$ cat src/design/assert_macros.svh
// Assertion macros shared by the cache lookup design.
`ifndef ASSERT_MACROS_SVH
`define ASSERT_MACROS_SVH

// Same-cycle implication, disabled while reset is high.
`define SACL_CHECK_NOW(label, clk, rst, ante, cons, msg) \
  label: assert property (@(posedge clk) disable iff (rst) (ante) |-> (cons)) \
    else $error(msg);

// Next-cycle implication, disabled while reset is high.
`define SACL_CHECK_NEXT(label, clk, rst, ante, cons, msg) \
  label: assert property (@(posedge clk) disable iff (rst) (ante) |=> (cons)) \
    else $error(msg);

`endif

$ cat src/design/sacl_ram.sv
// Generic single-port-write, single-port-read RAM with registered read data.
`default_nettype none

module sacl_ram #(
  parameter int Width = 8,
  parameter int Depth = 16,
  localparam int AddrW = (Depth > 1) ? $clog2(Depth) : 1
) (
  input  wire logic             clk,
  input  wire logic             wr_en,
  input  wire logic [AddrW-1:0] wr_addr,
  input  wire logic [Width-1:0] wr_data,
  input  wire logic             rd_en,
  input  wire logic [AddrW-1:0] rd_addr,
  output logic      [Width-1:0] rd_data
);

  logic [Width-1:0] mem [Depth];

  // Write port.
  always_ff @(posedge clk) begin
    if (wr_en) begin
      mem[wr_addr] <= wr_data;
    end
  end

  // Read port; data holds while no read is issued.
  always_ff @(posedge clk) begin
    if (rd_en) begin
      rd_data <= mem[rd_addr];
    end
  end

endmodule

`default_nettype wire

$ cat config.mk
export PLATFORM = sky130hd
export DESIGN_NAME = sacl_ram
export DESIGN_NICKNAME = d
export VERILOG_FILES = /design/src/design/assert_macros.svh /design/src/design/sacl_ram.sv
export SDC_FILE = /design/constraint.sdc
export NUM_CORES = 1
export LEC_CHECK = 0
export BUFFER_PORTS_ARGS = -buffer_cell sky130_fd_sc_hd__buf_2
export CORE_MARGIN = 10
export CORE_UTILIZATION = 41
export DETAILED_ROUTE_END_ITERATION = 6
export PLACE_DENSITY_LB_ADDON = 0.1
export SYNTH_ARGS = -nofsm -noshare
export SYNTH_HDL_FRONTEND = slang
export SYNTH_SLANG_ARGS = --single-unit
$ cat constraint.sdc
create_clock -name clk -period 5.1 [get_ports clk]
set_input_delay 0.51 -clock clk [delete_from_list [all_inputs] [get_ports clk]]
set_output_delay 0.51 -clock clk [all_outputs]
set_load 0.1 [all_outputs]
==> Yosys cells after proc, flatten, opt, wreduce, memory -nomap -nowiden <==
Memories as Yosys holds them, arrays and structs flattened. A register that Yosys moved wholly into a read port is not among the register bits.
Cells that the tools add are included.
{ "totals": {"reg_bits": 0, "ramBits": 128, "inputBits": 19, "output_inout_bits": 8, "elab_cells": 3, "mem_count": 1} }
{ "memory_table": {"columns": ["memory", "words", "word_bits", "read_ports", "rd_clocked_by_memory_dff", "wr", "line", "rtl"], "rows": [
  ["mem", 16, 8, 1, 1, 1, "sacl_ram.sv:18", "logic [Width-1:0] mem [Depth];"]
]} }
{ "classes": {"mux": 2} }
{ "ops": {"columns": ["operator", "count"], "rows": [
  ["$mux 1", 2]
]} }

==> Logic depth before layout (Yosys ltp) <==
{ "depth": {"word_depth": 2, "mapped_depth": 5, "mapped_depth_nobuf": 3} }

==> Least setup slack after synthesis <==
No wires, ideal clock.
{ "synth_timing": {"path_kind": "input port to flip-flop", "start": "input port wr_addr[2]", "end": "memory mem[0][0] (enable)", "setup_time_ns": 0.383, "arrival_ns": 1.620, "required_ns": 4.717, "path_slack_ns": 3.097, "path_stages": 2, "path_buffers": 0, "path_cell_list": "or3b_2 nor3_1"} }
{ "synth_rtl": {"columns": ["item", "line", "rtl"], "rows": [
  ["start: declaration", "sacl_ram.sv:11", "input wire logic [AddrW-1:0] wr_addr,"],
  ["end: declaration", "sacl_ram.sv:18", null]
]} }
No word-level cell before the write port.

==> impl_metrics.env <==
export IMPL_clkLatencyLatePin_ps=410
export IMPL_layout_drive_gt1_share_pct=26.09
export IMPL_die_y_microns=132.9
export IMPL_setup_viol=0
export IMPL_p_int_mw=1.950
export IMPL_finalMaxSlewViolations=0
export IMPL_switchingPower_mw=0.5013
export IMPL_core_area_sq_um=12570
export IMPL_drc=0
export IMPL_vias=2397
export IMPL_vdd_ir_drop_max_v=0.0001588
export IMPL_antenna_left=0
export IMPL_slew_headroom_pct=31.91
export IMPL_cts_max_path_buffers=2
export IMPL_drt_first_pass_iters=4
export IMPL_end_kind="flop"
export IMPL_max_slew_worst_pin_slew_ps=1018
export IMPL_ys_warn_count=0
export IMPL_p_per_area_nw_per_um2=407.5
export IMPL_finalNetCount=287
export IMPL_final_cell_mix="136 x edfxtp_1, 26 x buf_2, 18 x mux4_2, 17 x clkbuf_16, 16 x a22oi_1"
export IMPL_rr_startpoint="mem[1][5]"
export IMPL_grt_ovfl_total=0
export IMPL_row_count=41
export IMPL_initial_core_util_pct=41.59
export IMPL_crit_type="primary input to flop"
export IMPL_p_leak_nw=1.978
export IMPL_clockPowerShare_pct=42.3
export IMPL_startpoint_type="primary input"
export IMPL_wl_microns=10590
export IMPL_switching_share_pct=20.45
export IMPL_fillers=1031
export IMPL_gp_congestion=0.6888
export IMPL_holdPathEnd="rd_data[0]"
export IMPL_cts_hold_buf=0
export IMPL_crit_required_ps=5240
export IMPL_wire_per_inst_microns=23.64
export IMPL_synthesis_area_sq_um=5228
export IMPL_root_buffer="clkbuf_16"
export IMPL_placed_cells=421
export IMPL_ys_ff_latch=136
export IMPL_timing_rr_end="rd_data[5]"
export IMPL_finalHoldViolCount=0
export IMPL_ios=27
export IMPL_whs_path_depth=1
export IMPL_critical_path_startpoint="rd_addr[0]"
export IMPL_fin_crit_ps=2151
export IMPL_die_x_microns=132.9
export IMPL_worstHoldStart="rd_en"
export IMPL_grt_pass1_vias=2556
export IMPL_hold_class="primary input to flop"
export IMPL_p_comb_share_pct=6.0
export IMPL_r2r_slack_ps=3590
export IMPL_rr_worst_depth=3
export IMPL_vias_per_cell=5.350
export IMPL_dpl_hpwl_microns=6690
export IMPL_numCtsBuffers=17
export IMPL_area_growth_pct=15.08
export IMPL_grt_max_degree=33
export IMPL_diodes=0
export IMPL_fin_crit_sh_pct=42.17
export IMPL_io_buffers=26
export IMPL_layout_cells_most_common="edfxtp_1"
export IMPL_max_stage_delay_ps=610
export IMPL_drt_iter0_drc=198
export IMPL_grt_util_all_layers_pct=12.68
export IMPL_setup_tns_ps=0
export IMPL_antenna_found_initial=0
export IMPL_ys_seq_area_share_pct=78.12
export IMPL_clock_sinks=136
export IMPL_fmax_mhz=465.0
export IMPL_syn_nets=248
export IMPL_fp_dieArea_sq_um=17670
export IMPL_htreeDepth=4
export IMPL_max_cap_viol_count=0
export IMPL_final_util_pct=47.86
export IMPL_outcome="completed"
export IMPL_post_cts_buffers=0
export IMPL_crit_slowest_cell="mux4_1"
export IMPL_fin_cells=448
export IMPL_rsz0062_at_grt="false"
export IMPL_grt_pass1_wl_microns=16240
export IMPL_cts_tree="done"
export IMPL_path_clk_slew_ps=50
export IMPL_syn_mean_instance_area_sq_um=22.83
export IMPL_ys_types=18
export IMPL_synth_cells=229
export IMPL_critical_path_cell_chain="buf_2 -> buf_4 -> mux4_1 -> a22oi_1 -> nand2_1"
export IMPL_p_seq_share_pct=51.7
export IMPL_worstPathArrival_ps=2290
export IMPL_power_mw=2.452
export IMPL_cts_resized=0
export IMPL_hold_ws_ps=496.1
export IMPL_fin_worst_skew_ps=9.350
export IMPL_cp_max_fo=21
## through the flow
stage	setup WS, ps	instance area [sq um]
finish	2949	6016
global route	2837	6016
CTS	2879	6016
detailed placement	2457	5522
global placement	2461	5522
floorplan	3097	5228
## flip-flops by register name, indices dropped and copies added, names as in the netlist
name,count
rd_data,8
mem,128
## cell families after synthesis
family          Yosys count  share of synthesized area [%]
flops                   136                          78.12
buf+inv                  10                          1.651
simple gates             35                          3.136
mux                      32                          14.79
compound gates           16                          2.298
## metal layers
layer  GRT usage, %  wire [microns]  vias up
li1               -               -     1056
met3          4.126             442        5
met4          4.584              68        0
met2          19.15            5165       53
met5              0               0        -
met1          16.77            4914     1283
## synthesized netlist by cell type
library cell,instances,area (sq um)
and2b_1,1,7.510
nand3_1,1,5.000
buf_4,1,7.510
buf_2,3,15.01
clkdlybuf4s25_2,3,30.03
nand3b_1,2,15.01
nand2b_1,2,12.51
nand2_1,9,33.78
mux4_2,18,405.4
nor3_1,4,20.02
buf_6,3,33.78
and2_1,1,6.260
a22oi_1,16,120.1
mux4_1,14,367.9
or3b_2,1,8.760
nor2b_1,1,6.260
edfxtp_1,136,4084
nor2_1,13,48.80
## power by group through the flow
stage	registers [mW]	clock network [mW]	logic [mW]
4_1_cts	1.27	1.06	0.151
3_3_place_gp	1.29	0	0.149
2_1_floorplan	1.33	0	0.0636
6_report	1.27	1.04	0.148
5_1_grt	1.27	1.11	0.159
3_5_place_dp	1.29	0	0.151
## worst max-delay path by stage
| stage | slack [ps] | cells past startpoint | to |
|---|---|---|---|
| 2_1_floorplan | 3100 | 2 | mem[0][0] |
| 5_1_grt | 2840 | 5 | rd_data[5] |
| 4_1_cts | 2880 | 5 | rd_data[5] |
| 3_5_place_dp | 2460 | 5 | rd_data[5] |
| 3_3_place_gp | 2460 | 5 | rd_data[5] |
| 6_report | 2950 | 5 | rd_data[5] |
## cell type report
| class | instances | area, sq um | share of cell area [%] |
|---|---|---|---|
| tap | 172 | 215.2 | 3.577 |
| multi-input combinational | 83 | 1062 | 17.66 |
| sequential | 136 | 4084 | 67.89 |
| clock inverter | 8 | 61.31 | 1.019 |
| clock buffer | 19 | 432.9 | 7.196 |
| timing repair buffer | 30 | 160.2 | 2.662 |
## critical path: cells and delay by family
| kind | cells | cell delay (ps) |
|---|---|---|
| buffers and inverters | 2 | 750 |
| multiplexers | 1 | 610 |
| AO/OA/AOI/OAI | 1 | 320 |
| AND/OR/NAND/NOR | 1 | 90 |
No activity file was read; power rests on OpenSTA's default activity.
