--- src/design/assert_macros.svh ---
// Assertion macros shared by the cache lookup design.
`ifndef ASSERT_MACROS_SVH
`define ASSERT_MACROS_SVH

// Same-cycle implication, disabled while reset is high.
`define SACL_CHECK_NOW(label, clk, rst, ante, cons, msg) \
  label: assert property (@(posedge clk) disable iff (rst) (ante) |-> (cons)) \
    else $error(msg);

// Next-cycle implication, disabled while reset is high.
`define SACL_CHECK_NEXT(label, clk, rst, ante, cons, msg) \
  label: assert property (@(posedge clk) disable iff (rst) (ante) |=> (cons)) \
    else $error(msg);

`endif

--- src/design/sacl_pkg.sv ---
// Shared constants and types for the set-associative cache lookup.
`default_nettype none

package sacl_pkg;

  // Fixed field widths.
  localparam int ADDR_W       = 64;
  localparam int COUNT_W      = 32;
  localparam int CFG_W        = 6;
  localparam int CFG_IDX_W    = 2;
  localparam int SET_BITS_W   = 3;
  localparam int WAYS_W       = 3;
  localparam int BLOCK_BITS_W = 6;
  // The set index source is at most 2**SET_BITS_W - 1 bits wide.
  localparam int SET_SRC_W    = 7;

  // Default geometry.
  localparam int NUM_SETS_DEF = 32;
  localparam int NUM_WAYS_DEF = 4;

  // Configuration register indexes.
  localparam logic [CFG_IDX_W-1:0] CFG_SET_BITS    = 2'd0;
  localparam logic [CFG_IDX_W-1:0] CFG_WAYS_IN_USE = 2'd1;
  localparam logic [CFG_IDX_W-1:0] CFG_BLOCK_BITS  = 2'd2;

  // Reset values of the configuration registers.
  localparam logic [SET_BITS_W-1:0]   SET_BITS_RST    = 3'd0;
  localparam logic [WAYS_W-1:0]       WAYS_RST        = 3'd1;
  localparam logic [BLOCK_BITS_W-1:0] BLOCK_BITS_RST  = 6'd0;

  // Access outcome codes.
  typedef enum logic [1:0] {
    OUTCOME_HIT   = 2'd0,
    OUTCOME_FILL  = 2'd1,
    OUTCOME_EVICT = 2'd2
  } outcome_t;

  // Lookup verdict handed from the set logic to the control.
  typedef struct packed {
    logic hit;
    logic fill;
    logic evict;
  } lookup_res_t;

endpackage

`default_nettype wire

--- src/design/sacl_lookup.sv ---
// Set lookup: tag match, fill or victim choice, and LRU rank update for one set.
`default_nettype none

module sacl_lookup #(
  parameter int NumWays = sacl_pkg::NUM_WAYS_DEF,
  localparam int RankW = (NumWays > 1) ? $clog2(NumWays) : 1
) (
  input  wire logic [NumWays-1:0]                         row_valid,
  input  wire logic [NumWays-1:0][sacl_pkg::ADDR_W-1:0]   row_tag,
  input  wire logic [NumWays-1:0][RankW-1:0]              row_rank,
  input  wire logic [sacl_pkg::ADDR_W-1:0]                tag,
  input  wire logic [sacl_pkg::WAYS_W-1:0]                ways_in_use,
  output logic      [NumWays-1:0]                         new_valid,
  output logic      [NumWays-1:0][sacl_pkg::ADDR_W-1:0]   new_tag,
  output logic      [NumWays-1:0][RankW-1:0]              new_rank,
  output sacl_pkg::lookup_res_t                           res
);

  localparam int ActW = $clog2(NumWays + 8) + 1;
  localparam int OldW = RankW + 1;
  localparam logic [RankW-1:0] RankMax = RankW'(NumWays - 1);

  logic [NumWays-1:0] act;
  logic [NumWays-1:0] hit_vec;
  logic [NumWays-1:0] empty_vec;
  logic [NumWays-1:0] max_vec;
  logic [NumWays-1:0] first_hit;
  logic [NumWays-1:0] first_empty;
  logic [NumWays-1:0] first_max;
  logic [NumWays-1:0] tgt;
  logic               any_hit;
  logic               any_empty;
  logic [OldW-1:0]    older;

  // Per-way match, empty and "holds the largest rank" flags.
  always_comb begin
    for (int k = 0; k < NumWays; k++) begin
      act[k]       = (k == 0) || (ActW'(k) < ActW'(ways_in_use));
      hit_vec[k]   = act[k] && row_valid[k] && (row_tag[k] == tag);
      empty_vec[k] = act[k] && !row_valid[k];
      max_vec[k]   = act[k];
      for (int j = 0; j < NumWays; j++) begin
        if (act[j] && (row_rank[j] > row_rank[k])) begin
          max_vec[k] = 1'b0;
        end
      end
    end
  end

  // Lowest-numbered candidate of each kind.
  assign first_hit   = hit_vec & (~hit_vec + NumWays'(1));
  assign first_empty = empty_vec & (~empty_vec + NumWays'(1));
  assign first_max   = max_vec & (~max_vec + NumWays'(1));
  assign any_hit     = |hit_vec;
  assign any_empty   = |empty_vec;

  assign tgt = any_hit ? first_hit : (any_empty ? first_empty : first_max);

  // Rank below which the other ways age by one.
  always_comb begin
    older = '0;
    for (int k = 0; k < NumWays; k++) begin
      if (tgt[k]) begin
        older = {1'b0, row_rank[k]};
      end
    end
    if (!any_hit && any_empty) begin
      older = OldW'(NumWays);
    end
  end

  // Updated row: target becomes most recent, younger ways age with saturation.
  always_comb begin
    for (int j = 0; j < NumWays; j++) begin
      new_valid[j] = row_valid[j];
      new_tag[j]   = row_tag[j];
      new_rank[j]  = row_rank[j];
      if (tgt[j]) begin
        new_valid[j] = 1'b1;
        new_tag[j]   = tag;
        new_rank[j]  = '0;
      end else if (act[j] && row_valid[j] && ({1'b0, row_rank[j]} < older) &&
                   (row_rank[j] != RankMax)) begin
        new_rank[j] = row_rank[j] + RankW'(1);
      end
    end
  end

  assign res.hit   = any_hit;
  assign res.fill  = !any_hit && any_empty;
  assign res.evict = !any_hit && !any_empty;

endmodule

`default_nettype wire
--- config.mk ---
export PLATFORM = sky130hd
export DESIGN_NAME = sacl_lookup
export DESIGN_NICKNAME = d
export VERILOG_FILES = /design/src/design/assert_macros.svh /design/src/design/sacl_pkg.sv /design/src/design/sacl_lookup.sv
export SDC_FILE = /design/constraint.sdc
export NUM_CORES = 1
export LEC_CHECK = 0
export CAP_MARGIN = 20
export CORE_AREA = 2 2 233 235
export DETAILED_ROUTE_END_ITERATION = 7
export DIE_AREA = 0 0 235 237
export DONT_BUFFER_PORTS = 1
export GPL_TIMING_DRIVEN = 0
export PLACE_DENSITY = 0.37
export SYNTH_ARGS = -nofsm -noshare
export SYNTH_HDL_FRONTEND = slang
export SYNTH_SLANG_ARGS = --single-unit
--- constraint.sdc ---
create_clock -name vclk -period 8.79
set_clock_uncertainty 0.05 [all_clocks]
set_input_delay 1.758 -clock vclk [all_inputs]
set_output_delay 1.758 -clock vclk [all_outputs]
set_load 0.05 [all_outputs]
# Word level (Yosys, flattened, before mapping)
# Cells that the tools add are included.
# word_totals
in_bits,335
word_cells,123
latchBits,0
ramBits,0
out_inout_bits,271
mem_count,0
mem_bits_ro,0
ff_bits,0
# classes
shift,0
bitwise_logic,6
addsub,7
mux,39
div,0
n_lt_le_gt_ge,23
eq_ne,8
multipliers,0
n_reduce_logical,40
# ops
operator,n
$eq A64 B64 Y1,4
$mux W64,4
$gt A2 B2 Y1,16
$logic_and A1 B1 Y1,32
$mux W1,20
$mux W2,9
$add A4 B1 Y4 const B,3
$and A4 B4 Y4,3
$lt A2 B3 Y1,4
$mux W3,4
$not A4 Y4,3
$add A2 B1 Y2 const B,4
$mux W4,2
$ne A2 B2 Y1 const B,4
$reduce_or A4 Y1,2
$logic_not A1 Y1,6
$lt A2 B3 Y1 const A,2
$lt A1 B3 Y1 const A,1

# Longest topological paths before layout
# Gate-level depths: netlist of the first run.
# logic_depth
ltp_word,20
mapped_depth,19
ltp_nobuf,17

# Worst setup path after synthesis of the first run
# OpenSTA, ideal clock, no wires.
# synth_timing
path_kind,in2out
from,input port tag[12] in the netlist's numbering
to,output port new_rank[6] in the netlist's numbering
arrival_ns,6.106
setup_slack_ns,0.876
path_buffers,4
cell_stages,17
cell_sequence,clkbuf_1 -> xor2_1 -> or4_1 -> nor4_1 -> nand3_1 -> or2_1 -> o31ai_1 -> and2_1 -> buf_4 -> buf_6 -> buf_4 -> nand2_1 -> a21o_1 -> ha_1 -> nand2_1 -> o21ai_1 -> o41ai_1
# synth_lines
item,line_no,rtl
start: declaration,sacl_lookup.sv:11,"input wire logic [sacl_pkg::ADDR_W-1:0] tag,"
end: declaration,sacl_lookup.sv:15,"output logic [NumWays-1:0][RankW-1:0] new_rank,"

==> qor.csv, run 1 <==
metric,value,unit
nClkBuffers,0,
syn_nets,1375,
drv_cap,0,
die_area,55700,um2
fp.dieH,237,um
final_common_cell,mux2_2,
cp_max_fo,10,
finalCriticalPeriod,8.625,ns
synth_area_leader_cell,mux2_2,
dp.final_hpwl,62.58,mm
place_congestion,0.8475,
tightest_slew,1.106,ns
die_x,235,um
synth.distinct_cells,69,
synth.area.top_cells,"mux2_2 29%, xnor2_1 18%, nand4_1 6.8%, xor2_1 6.2%, mux2_1 5.5%",
startpoint_type,input port,
tns,0,ns
crit_arrival,6.82,ns
avgSynthCellArea,8.037,um2
start_util,0.1539,
wirelength,74.01,mm
grt_antenna_before_repair,8,
syn2layout_area_growth,16.54,%
grt_pass1_vias,9349,
viasPerCell,5.270,
route.vias.total,9170,
syn_area,8198,um2
num_rows,85,
end_kind,output pin,
regArea,0,um2
grtUsageTotal,0.2515,
wire_per_inst,42.54,um
final_cell_mix,"210 x mux2_2, 167 x xnor2_1, 89 x nand4_1, 59 x nand2b_1, 58 x xor2_1",
ios,606,
period_share,0.9812,
grt_max_degree,11,
grt_pass1_wl,94.16,mm
slew_headroom,0.2576,
path_cells,clkbuf_1 > xnor2_1 > nand4_1 > nor4_1 > nand3_1 > nor4_2 > nor2_1 > nand3_1 > buf_2 > inv_1 > a21o_1 > ha_1 > or3_1 > a211oi_2 > o21ai_0 > a21oi_4,
cp.buffers_inverters,3,
core-area,53280,um2
status,"complete, no violations",
yosysWarnings,0,
drt_iter0_markers,598,
drt_first_pass_iters,5,
drcViolationCount,0,
hold_path.class,in -> out,
seq_cell_count,0,
rsz0062_at_grt,no,
cpMaxStageDelayCell,nor4_2,
layout-drive-gt1-share,0.3333,
max_freq,0.1159,GHz
ant_nets,0,
netlist.area_leader.share,0.2885,
synthCells,1020,
worstPathRequired,6.98,ns
finalSetupViolCount,0,
critPathTopFamily,simple AND/OR/NAND/NOR gates,
critPathKind,in -> out,
cpMostUsedCell,nand3_1,
slowest_delay,0.50,ns
final_max_slew_viol_count,0,
hold_viol,0,
port_buffers,0,
overflow,0,
fin_nets,1398,
yosysSeqAreaShare,0,
-- kinds of logic after synthesis --
logic type,Yosys count,synth area share
simple gates,330,0.2411
compound gates,72,0.06365
xor+xnor,230,0.2476
fa+ha+maj,20,0.03053
buf+inv,116,0.07127
mux,252,0.3458
-- routing by layer --
layer	vias to the layer above	track usage	part of all wire	wire [um]
met3	109	0.06540	0.089	6589
li1	3784	-	-	-
met4	0	0.08554	0.043	3201
met2	640	0.4239	0.46	34400
met1	4637	0.3093	0.40	29820
met5	-	0	0	0
-- final timing paths --
kind                     start           end  slack (ns)  cells after the start
setup / recovery        tag[6]   new_rank[7]        0.17                     16
hold / removal    row_valid[2]  new_valid[2]        3.72                      1
-- area by class of cell --
| type | instances | area (um2) |
|---|---|---|
| antenna | 3 | 7.507 |
| buffer | 97 | 529.3 |
| fill | 6093 | 43730 |
| inverter | 18 | 67.56 |
| multi-input combinational | 904 | 7720 |
| tap | 696 | 870.8 |
| timing repair buffer | 22 | 359.1 |
-- metrics by stage --
step / util / hold WS [ns] / area (um2) / setup WS, ns / std cells
6_report: 0.1793 / 3.716 / 9554 / 0.1650 / 1740
5_1_grt: 0.1792 / 3.716 / 9547 / 0.01043 / 1737
4_1_cts: 0.1784 / 3.715 / 9508 / 0.006833 / 1737
3_5_place_dp: 0.1771 / 3.715 / 9434 / -0.7994 / 1737
3_3_place_gp: 0.1702 / 3.718 / 9069 / -1.520 / 1716
2_1_floorplan: - / 3.712 / 8198 / 0.8756 / 1020
-- cells in the mapped netlist, types with 6 or more instances --
cell      count
a21oi_1      10
buf_2        56
buf_4         9
buf_6         6
clkbuf_1     27
ha_1         20
inv_1        17
mux2_1       40
mux2_2      210
nand2_1      40
nand2b_1     59
nand3_1      15
nand4_1      89
nand4b_1      6
nor2_1       16
nor2b_1      13
nor3_1       10
nor4_1       36
o21ai_0      13
or2_2         6
or4_1        12
xnor2_1     170
xor2_1       58
-- what timing repair did --
action,in CTS,in global routing
gates resized for setup,21,12
setup endpoints to repair,7,5
hold buffers,0,0
pin swaps,1,2
buffers inserted,0,1
==> run 2, diff against run 1 <==
--- a/config.mk
+++ b/config.mk
@@ -11,6 +11,7 @@
 export DIE_AREA = 0 0 235 237
 export DONT_BUFFER_PORTS = 1
 export GPL_TIMING_DRIVEN = 0
+export MAX_ROUTING_LAYER = met4
 export PLACE_DENSITY = 0.37
 export SYNTH_ARGS = -nofsm -noshare
 export SYNTH_HDL_FRONTEND = slang
==> run 2 against run 1 <==
  * Worst hold slack about the same
  * Sequential share of layout area unchanged
  * Via count increased by 0.49%
  * Wire length increased by 0.21%
  * Critical endpoint unchanged
==> qor.csv, run 2 (synthesis gave the netlist of run 1 again) <==
metric,value,unit,change
num_rows,85,,unchanged
fill_cells,6095,,+0.033%
drt_iter0_markers,744,,+24%
period_share,0.9706,,-0.01065
cts_hold_buf,0,,unchanged
viasPerCell,5.284,,+0.26%
grtUsageTotal,0.2585,,+0.006902
slew_headroom,0.2707,,+0.01314
syn2layout_area_growth,16.82,%,
grt_pass1_vias,9314,,-0.37%
cp_max_fo,10,,unchanged
met1_usage,0.3117,,+0.002397
wire_per_inst,42.53,um,about the same
hold_viol,0,,unchanged
end_kind,output pin,,
drcViolationCount,0,,unchanged
fp.dieH,237,um,unchanged
grt_pass1_wl,93.80,mm,-0.38%
met2_usage,0.4212,,-0.002674
critPathKind,in -> out,,
overflow,0,,unchanged
busiest_layer,met2,,
crit_arrival,6.72,ns,-0.10 ns
finalCriticalPeriod,8.531,ns,-0.09357 ns
ant_nets,0,,unchanged
final_cell_mix,"210 x mux2_2, 168 x xnor2_1, 89 x nand4_1, 59 x nand2b_1, 58 x xor2_1",,
multi_input_area,7726,um2,about the same
place_congestion,0.8443,,-0.38%
grt_max_degree,11,,unchanged
worstPathRequired,6.98,ns,about the same
port_buffers,0,,unchanged
finalSetupViolCount,0,,unchanged
core-area,53280,um2,unchanged
route.vias.total,9215,,+0.49%
startpoint_type,input port,,
die_x,235,um,unchanged
rsz0062_at_grt,no,,
seq_cell_count,0,,unchanged
grt_use_met3,0.06400,,-0.001399
die_area,55700,um2,unchanged
drt_first_pass_iters,5,,unchanged
status,"complete, no violations",,
grt_antenna_before_repair,9,,+1
hold_path.class,in -> out,,
max_freq,0.1172,GHz,+1.1%
layout-drive-gt1-share,0.3349,,+0.001599
ios,606,,unchanged
dp.final_hpwl,62.49,mm,-0.15%
nClkBuffers,0,,unchanged
post-route-util,0.1797,,+0.0004230
start_util,0.1539,,unchanged
final_max_slew_viol_count,0,,unchanged
fin_nets,1399,,+0.072%
drv_cap,0,,unchanged
wirelength,74.17,mm,+0.21%
tightest_slew,1.087,ns,-0.01958 ns
final_common_cell,mux2_2,,
regArea,0,um2,unchanged
-- run 2: cell types whose count changed in the layout (fill, tap and decap cells not counted), moves of 2 or more --
cell / delta
diode_2: +3
clkbuf_1: -2
buf_4: +2
clkbuf_2: +2
-- run 2: area by class of cell --
type,instances,area share
multi-input cells,904,0.8068
repair buffers,23,0.03789
diodes,6,0.001568
well taps,696,0.09093
inverters,18,0.007055
plain buffers,97,0.05579
-- run 2: layer usage --
metal / up-vias / wire, um
li1: 3785 / -
met1: 4696 / 31410
met2: 645 / 34810
met4: 0 / 2539
met3: 89 / 5407
met5: - / 0
-- run 2: critical path, cell delays in order --
cell and delay, ns:
clkbuf_2 0.34, xnor2_1 0.29, nand4_1 0.16, nor4_1 0.52, nand3_1 0.24, nor4_4 0.42, nor2_1 0.19, nand3_1 0.26
buf_2 0.30, inv_1 0.28, a21o_1 0.33, ha_1 0.24, or3_1 0.43, a211oi_2 0.32, o21ai_0 0.21, a21oi_4 0.41
-- run 2: worst paths after layout --
path / start / to / cells after the start
max: tag[19] / new_rank[7] / 16
min: row_valid[1] / new_valid[1] / 1
-- run 2: through the flow --
stage	TNS, ns	instances	worst slack [ns]	hold slack (ns)	instance area, um2
floorplan	0	1020	0.8756	3.712	8198
global placement	-6.892	1716	-1.532	3.718	9069
detailed placement	-2.661	1736	-0.9035	3.716	9423
CTS	-0.009968	1736	-0.009968	3.716	9498
global route	0	1742	0.01661	3.716	9572
finish	0	1744	0.2586	3.716	9577
-- run 2: timing repair --
action                     in CTS  in global routing
setup endpoints to repair       7                  6
resized for setup              23                 12
pin swaps                       0                  3
buffers inserted                0                  3
